`src/rtl/bsf_pkg.sv`:
```
// ---------------------------------------------------------------------------
// Binaural stereo FIR package
// Shared widths, codes, state type and the command and status words that
// pass between the controller and the datapath.
// ---------------------------------------------------------------------------
package bsf_pkg;

	// Field widths of the stream words.
	localparam int SAMPLE_W  = 16;
	localparam int TAP_IDX_W = 7;
	localparam int COEF_W    = 18;
	localparam int GAIN_W    = 16;
	localparam int OUT_W     = 16;
	localparam int PROD_W    = SAMPLE_W + COEF_W;
	localparam int IN_DATA_W = 64;
	localparam int OUT_DATA_W = 32;

	// Bit positions inside the slave tdata word.
	localparam int SAMPLE_LSB = 0;
	localparam int TAP_LSB    = SAMPLE_LSB + SAMPLE_W;
	localparam int COEFL_LSB  = TAP_LSB + TAP_IDX_W;
	localparam int COEFR_LSB  = COEFL_LSB + COEF_W;

	// Gain of one in unsigned Q1.15.
	localparam logic [GAIN_W-1:0] UNITY_GAIN = 16'h8000;

	// Shift from the Q.45 scaled sum back to Q1.15.
	localparam int FRAC_SHIFT = 30;

	// Saturation limits of the output samples.
	localparam logic [OUT_W-1:0] SAT_POS = 16'h7FFF;
	localparam logic [OUT_W-1:0] SAT_NEG = 16'h8000;

	// Word kinds carried on the slave tuser bit.
	typedef enum logic {
		OP_SAMPLE = 1'b0,
		OP_COEF   = 1'b1
	} op_t;

	// Controller states.
	typedef enum logic [2:0] {
		ST_CLEAR,
		ST_IDLE,
		ST_RUN,
		ST_FLUSH,
		ST_MUL,
		ST_ADD,
		ST_DONE
	} state_t;

	// Commands from the controller to the datapath.
	typedef struct packed {
		logic clear;      // zero one entry of every store
		logic sample_wr;  // push the sample and clear the accumulators
		logic coef_wr;    // write one coefficient pair
		logic issue;      // read one tap and feed the multiply-accumulate
		logic scale_mul;  // multiply the sums by the gain
		logic scale_add;  // combine partial products and round
		logic out_load;   // saturate and load the output register
	} cmd_t;

	// Status from the datapath to the controller.
	typedef struct packed {
		logic out_free;   // output register empty or being taken
	} status_t;

endpackage

```
`src/rtl/bsf_ctrl.sv`:
```
// ---------------------------------------------------------------------------
// Binaural stereo FIR controller
// Sequences the clearing pass, the tap walk, the pipeline flush, the gain
// scaling and the hand-over of each result to the output register.
// ---------------------------------------------------------------------------
module bsf_ctrl #(
	parameter int TAPS = 128
) (
	input  logic                                 clk,
	input  logic                                 arst_n,
	input  logic                                 in_valid,
	input  logic                                 in_op,
	output logic                                 in_ready,
	input  bsf_pkg::status_t                     status,
	output bsf_pkg::cmd_t                        cmd,
	output logic [((TAPS > 1) ? $clog2(TAPS) : 1)-1:0] tap
);

	localparam int AW = (TAPS > 1) ? $clog2(TAPS) : 1;
	localparam logic [AW-1:0] LAST_TAP = AW'(TAPS - 1);
	localparam logic [AW-1:0] FLUSH_LAST = AW'(1);

	bsf_pkg::state_t state_q, state_d;
	logic [AW-1:0]   cnt_q, cnt_d;
	logic            accept;

	assign accept = in_valid && in_ready;
	assign tap    = cnt_q;

	// State and counter registers.
	always_ff @(posedge clk or negedge arst_n) begin
		if (!arst_n) begin
			state_q <= bsf_pkg::ST_CLEAR;
			cnt_q   <= '0;
		end else begin
			state_q <= state_d;
			cnt_q   <= cnt_d;
		end
	end

	// Next state and counter.
	always_comb begin
		state_d = state_q;
		cnt_d   = cnt_q;
		case (state_q)
			bsf_pkg::ST_CLEAR: begin
				if (cnt_q == LAST_TAP) begin
					state_d = bsf_pkg::ST_IDLE;
					cnt_d   = '0;
				end else begin
					cnt_d = cnt_q + 1'b1;
				end
			end
			bsf_pkg::ST_IDLE: begin
				if (accept && (in_op == bsf_pkg::OP_SAMPLE)) begin
					state_d = bsf_pkg::ST_RUN;
					cnt_d   = '0;
				end
			end
			bsf_pkg::ST_RUN: begin
				if (cnt_q == LAST_TAP) begin
					state_d = bsf_pkg::ST_FLUSH;
					cnt_d   = '0;
				end else begin
					cnt_d = cnt_q + 1'b1;
				end
			end
			bsf_pkg::ST_FLUSH: begin
				if (cnt_q == FLUSH_LAST) begin
					state_d = bsf_pkg::ST_MUL;
					cnt_d   = '0;
				end else begin
					cnt_d = cnt_q + 1'b1;
				end
			end
			bsf_pkg::ST_MUL: begin
				state_d = bsf_pkg::ST_ADD;
			end
			bsf_pkg::ST_ADD: begin
				state_d = bsf_pkg::ST_DONE;
			end
			bsf_pkg::ST_DONE: begin
				if (status.out_free) begin
					state_d = bsf_pkg::ST_IDLE;
				end
			end
			default: begin
				state_d = bsf_pkg::ST_CLEAR;
				cnt_d   = '0;
			end
		endcase
	end

	// Commands for each state.
	always_comb begin
		cmd      = '0;
		in_ready = 1'b0;
		case (state_q)
			bsf_pkg::ST_CLEAR: begin
				cmd.clear = 1'b1;
			end
			bsf_pkg::ST_IDLE: begin
				in_ready      = 1'b1;
				cmd.sample_wr = in_valid && (in_op == bsf_pkg::OP_SAMPLE);
				cmd.coef_wr   = in_valid && (in_op == bsf_pkg::OP_COEF);
			end
			bsf_pkg::ST_RUN: begin
				cmd.issue = 1'b1;
			end
			bsf_pkg::ST_FLUSH: begin
				cmd = '0;
			end
			bsf_pkg::ST_MUL: begin
				cmd.scale_mul = 1'b1;
			end
			bsf_pkg::ST_ADD: begin
				cmd.scale_add = 1'b1;
			end
			bsf_pkg::ST_DONE: begin
				cmd.out_load = status.out_free;
			end
			default: begin
				cmd = '0;
			end
		endcase
	end

endmodule

```
`config.mk`:
```
export PLATFORM = sky130hd
export DESIGN_NAME = bsf_ctrl
export DESIGN_NICKNAME = d
export VERILOG_FILES = /design/src/rtl/bsf_pkg.sv /design/src/rtl/bsf_ctrl.sv
export SDC_FILE = /design/constraint.sdc
export NUM_CORES = 1
export LEC_CHECK = 0
export ABC_CLOCK_PERIOD_IN_PS = 1600
export BUFFER_PORTS_ARGS = -buffer_cell sky130_fd_sc_hd__buf_2
export CAP_MARGIN = 20
export CORE_MARGIN = 2
export CORE_UTILIZATION = 40
export CTS_CLUSTER_DIAMETER = 150
export DETAILED_ROUTE_END_ITERATION = 10
export GPL_ROUTABILITY_DRIVEN = 0
export PLACE_DENSITY = 0.7
export SYNTH_ARGS = -nofsm -noshare
export SYNTH_HDL_FRONTEND = slang
export SYNTH_SLANG_ARGS = --single-unit
```
`constraint.sdc`:
```
create_clock -name clk -period 1.6 [get_ports clk]
set_clock_uncertainty 0.1 [all_clocks]
set_input_delay 0 -clock clk [delete_from_list [all_inputs] [get_ports clk]]
set_output_delay 0 -clock clk [all_outputs]
set_load 0.005 [all_outputs]
```
==> results_dict.tcl, run 1 <==
set metrics [dict create \
    crit_arrival_ns 1.80 \
    routed_wl_um 1930 \
    place_area_um2 921 \
    p_switching_uw 656 \
    path_max_fanout 3 \
    crit_buf_inv 1 \
    syn2layout_area_growth_pct 51.0 \
    swShare 0.408 \
    synth_top_area_share 0.363 \
    rrSetupSlack_ns -0.09 \
    syn_inst 83 \
    initial_core_util 0.442 \
    synth_area_um2 689 \
    wire_per_inst_um 14.1 \
    place_ws_ns -0.115 \
    antenna_found_initial 0 \
    cts.sinks 10 \
    post-route-period-util 1.06 \
    clk_latency_ns 0.26 \
    crit_type "flop to flop" \
    die-area_um2 2070 \
    cts_buffers 3 \
    power.leakage_uw 0.000510 \
    io_pins 20 \
    portBuffers 19 \
    slowest_delay_ns 0.45 \
    synth_edf_count 0 \
    synthArstFlopShare 1.00 \
    power.total_uw 1610 \
    rsz0062_at_grt "true" \
    row_count 14 \
    cp_cell_sequence "inv_2 > ha_4 > and3b_1 > a221oi_2 > or4b_1 > nand3_1" \
    design_area_um2 1040 \
    setup_slack_ns -0.0936 \
    path_clk_slew_ns 0.07 \
    cpMaxStageDelayCell "or4b_1" \
    grt.total_usage 0.205 \
    syn_avg_cell_area_um2 8.31 \
    synth-seq-area-share 0.363 \
    grt_first_pass_wirelength_um 3040 \
    synth_warnings 0 \
    grt_pass1_vias 711 \
    max_clock_freq_mhz 590 \
    required_ns 1.70 \
    dr.max_layer_used "met4" \
    syn_nets 90 \
    run_status "complete, but fails checks" \
    cts-root-buf "clkbuf_4" \
    clockPowerShare 0.139 \
    drive_gt1_frac 0.455 \
    grt_start_max_net_pins 14 \
    crit_family "simple AND/OR/NAND/NOR gates" \
    drc 0 \
    crit_cells 6 \
    hold_path_class "primary input to asynchronous set/reset pin" \
    diodes 0 \
    wl_met1_um 802 \
    seqPwrFrac 0.318 \
    worst_pin_slew_ns 0.332 \
    cts_tree "built" \
    setup_viol 6 \
    power.density_nw_per_um2 1540 \
    ys_seq_elements 10 \
    rr_startpoint "tap[1]$_DFFE_PN0P_" \
    synth_cell_type_count 32 \
    period_needed_ns 1.69 \
    end_kind "flop" \
    vdd_drop_max_mv 0.917 \
    vias 793 \
    synth_ff_type "dfrtp_1" \
    synthTopCellsByArea "dfrtp_1 (36%), nand3_1 (8.0%), and3_1 (5.4%), a31oi_1 (4.5%), ha_1 (3.6%)" \
    finalHoldViolations 0 \
    drt_iter0_drc 23 \
    ant_nets 0 \
    die_w_um 45.5 \
    cap_violations 0 \
    slew_viol_final 0 \
    synth_common_cells "nand3_1 (11), dfrtp_1 (10), and3_1 (6)" \
    wl_met3_um 82 \
    nets 129 \
    clk_path_buf_depth 2 \
    worstReg2RegEnd "tap[6]$_DFFE_PN0P_" \
    slew_headroom 0.778 \
    grt_overflow 0 \
    dp_hpwl_um 1410 \
    start_kind "flop" \
    synth.most_common_cell "nand3_1" \
    violations "negative setup slack" \
    yosys.area.top_type "dfrtp_1" \
    met2RoutedLength_um 1020 \
    viasPerCell 5.79 \
    p_int_uw 950 \
    die_height_um 45.5 \
    core_um2 1560 \
    dr.pass1.iters 4 \
    r2r_cells 6 \
    combPwrFrac 0.544 \
    h-tree-depth 1 \
]
-- layout make-up --
| type | count | area [um^2] |
|---|---|---|
| Timing Repair Buffer | 39 | 254 |
| Tap cell | 16 | 20.0 |
| Sequential cell | 10 | 251 |
| Multi-Input combinational cell | 64 | 464 |
| Clock buffer | 4 | 36.3 |
| Fill cell | 130 | 518 |
| Inverter | 4 | 15.0 |
-- logic make-up (layout without fill, tap and decap cells) --
| logic type | count (synthesis) | after routing | share of synthesized area |
|---|---|---|---|
| muxes | 1 | 1 | 0.0145 |
| and+or+nand+nor | 40 | 40 | 0.330 |
| buffers and inverters | 9 | 47 | 0.0526 |
| DFF | 10 | 10 | 0.363 |
| AOI/OAI and AO/OA | 21 | 21 | 0.203 |
| adders and majority gates | 2 | 2 | 0.0363 |
-- sequential cells by signal, indices dropped and copies added, names as in the netlist --
signal and flops:
tap 7, state_q 3
-- metal layers --
layer / GRT usage / up-vias
li1: - / 391
met1: 0.247 / 373
met2: 0.363 / 25
met3: 0.0238 / 4
met4: 0.0882 / 0
met5: 0 / -
-- power groups by stage --
stage / registers (uW) / logic (uW) / clock network [uW]
floorplan: 519 / 354 / 0
global placement: 478 / 758 / 0
detailed placement: 482 / 793 / 0
CTS: 488 / 851 / 234
global route: 528 / 971 / 243
finish: 510 / 873 / 223
-- timing repair --
action	CTS	global route
gates resized for setup	5	7
hold endpoints to repair	11	0
hold buffers	2	0
buffers inserted	1	0
gates cloned	0	0
setup endpoints to repair	8	10
-- stage by stage --
step / hold slack [ns] / TNS [ns] / cells / util
after detailed placement: -0.222 / -0.371 / 130 / 0.591
after global placement: -0.224 / -0.0482 / 130 / 0.591
after floorplan: -0.396 / -0.119 / 83 / -
after CTS: 0.0163 / -0.219 / 137 / 0.647
after global routing: 0.0460 / -1.11 / 137 / 0.668
final: 0.0227 / -0.334 / 137 / 0.668
-- worst max path at each step --
stage                                     to               start
after global routing      tap[6]$_DFFE_PN0P_  tap[1]$_DFFE_PN0P_
after CTS                 tap[6]$_DFFE_PN0P_  tap[1]$_DFFE_PN0P_
after floorplan           tap[6]$_DFFE_PN0P_  tap[1]$_DFFE_PN0P_
after global placement    tap[6]$_DFFE_PN0P_  tap[1]$_DFFE_PN0P_
final                     tap[6]$_DFFE_PN0P_  tap[1]$_DFFE_PN0P_
after detailed placement  tap[6]$_DFFE_PN0P_  tap[1]$_DFFE_PN0P_
-- cells in the final DEF (no fill, tap or decap), types with 2 or more instances in the layout --
| cell | count |
|---|---|
| buf_2 | 19 |
| buf_4 | 17 |
| nand3_1 | 10 |
| dfrtp_1 | 9 |
| and3_1 | 6 |
| a31oi_1 | 5 |
| nor2_1 | 4 |
| nand2_1 | 4 |
| o21ai_1 | 3 |
| clkbuf_4 | 3 |
| nor3_1 | 2 |
| inv_2 | 2 |
| inv_1 | 2 |
| nand2b_1 | 2 |
| o21ai_2 | 2 |
| nor2b_1 | 2 |
| a21oi_1 | 2 |
| o31ai_1 | 2 |
| dlygate4sd3_1 | 2 |
Power figures use the tool's default switching activity.
==> run 2, diff against run 1 <==
CORE_UTILIZATION = 44   (was 40)
PLACE_DENSITY = 0.75   (was 0.7)
==> results_dict.tcl, run 2 (same netlist as run 1, synthesis figures left out) <==
set metrics [dict create \
    run_status "complete, but fails checks" \
    violations "negative setup slack" \
    slew_viol_final 0 \
    cts_buffers 3 \
    timing.hold.ws_ns 0.0269 \
    fillers 124 \
    die-area_um2 1900 \
    cp_cell_sequence "ha_4 > and3b_1 > a221oi_2 > or4b_1 > nand3_1" \
    slowest_delay_ns 0.46 \
    setup_slack_ns -0.124 \
    dp_hpwl_um 1420 \
    drc 0 \
    cts-root-buf "clkbuf_4" \
    io_pins 20 \
    vdd_drop_max_mv 0.946 \
    clk_path_buf_depth 2 \
    place_area_um2 928 \
    h-tree-depth 1 \
    diodes 0 \
    max_clock_freq_mhz 580 \
    nets 130 \
    drt_iter0_drc 8 \
    setup_viol 8 \
    rsz0062_at_grt "true" \
    largest_reg_flops 7 \
    syn2layout_area_growth_pct 47.2 \
    wire_per_inst_um 13.9 \
    core_um2 1490 \
    portBuffers 19 \
    period_needed_ns 1.72 \
    end_kind "flop" \
    start_kind "flop" \
    path_clk_slew_ns 0.06 \
    routed_wl_um 1910 \
    required_ns 1.70 \
    row_count 14 \
    power.leakage_uw 0.000509 \
    dr.pass1.iters 4 \
    seqCellArea_um2 250 \
    critPathLaunch "tap[0]$_DFFE_PN0P_" \
    path_max_fanout 3 \
    cpMaxStageDelayCell "or4b_1" \
    initial_core_util 0.463 \
    ant_nets 0 \
    rr_startpoint "tap[0]$_DFFE_PN0P_" \
    vias 792 \
    crit_arrival_ns 1.82 \
    post-route-period-util 1.08 \
    slew_headroom 0.760 \
    die_height_um 43.6 \
    grt.total_usage 0.237 \
    cap_violations 0 \
    viasPerCell 5.78 \
    cts_tree "built" \
    grt_pass1_vias 723 \
    cts.sinks 10 \
    die_w_um 43.6 \
    grt_start_max_net_pins 14 \
    antenna_found_initial 0 \
    design_area_um2 1010 \
    worst_pin_slew_ns 0.358 \
    drive_gt1_frac 0.446 \
    grt_overflow 0 \
    grt_first_pass_wirelength_um 3240 \
    final_cell_mix "buf_2 (19), buf_4 (19), dfrtp_1 (10), nand3_1 (8)" \
    crit_type "flop to flop" \
    power.density_nw_per_um2 1520 \
    finalHoldViolations 0 \
    multi_input_area_um2 449 \
    clk_latency_ns 0.26 \
    hold_path_class "primary input to asynchronous set/reset pin" \
]
run 2: worst paths after layout:
path                                                to  slack (ns)  cells past startpoint
worst max-delay path                tap[6]$_DFFE_PN0P_       -0.12                      5
worst min-delay path                tap[6]$_DFFE_PN0P_        0.03                      2
worst max register to register      tap[6]$_DFFE_PN0P_       -0.12                      5
worst min register to register      tap[1]$_DFFE_PN0P_        0.52                      2
max in group asynchronous       state_q[2]$_DFFE_PN0P_        1.18                      2
min in group clk                state_q[0]$_DFFE_PN0P_        0.18                      4
run 2: what timing repair did:
item / 4_1_cts / 5_1_grt
pin swaps: 2 / 0
hold endpoints to repair: 11 / 0
endpoints found under the setup margin: 8 / 12
hold buffers: 2 / 0
buffers inserted: 1 / 0
resized for setup: 5 / 3
run 2: layout make-up:
type | instances | area share
clock buffers | 3 | 0.0222
inverters | 4 | 0.0148
multi-input cells | 64 | 0.443
flip-flops and latches | 10 | 0.247
well taps | 16 | 0.0197
repair buffers | 40 | 0.254
run 2: report_power, final:
part	switching [uW]	internal, uW	leakage [uW]
combinational	417	463	0.000372
clock	84.3	86.9	0.0000138
sequential	130	362	0.000123
total	631	912	0.000509
run 2: through the flow:
stage | utilization | total power (uW) | std cells | worst slack (ns) | TNS (ns)
finish | 0.682 | 1540 | 137 | -0.124 | -0.368
global route | 0.682 | 1680 | 137 | -0.244 | -1.68
CTS | 0.674 | 1520 | 137 | -0.106 | -0.236
detailed placement | 0.624 | 1290 | 131 | -0.124 | -0.307
global placement | 0.624 | 1250 | 131 | -0.0462 | -0.0636
floorplan | - | 873 | 83 | -0.0675 | -0.119
run 2: metal layers:
layer,GRT usage,up-vias,share of wire
li1,-,385,-
met1,0.276,377,0.42
met2,0.391,24,0.50
met3,0.0542,6,0.049
met4,0.145,0,0.024
met5,0,-,0
run 2: worst max-delay path: cells and delay by family, from the launching register on:
family / cells / cell delay [ns]
AO/OA/AOI/OAI: 1 / 0.24
adder cells (fa/ha/maj): 1 / 0.18
flip-flops: 1 / 0.43
AND/OR/NAND/NOR: 3 / 0.71
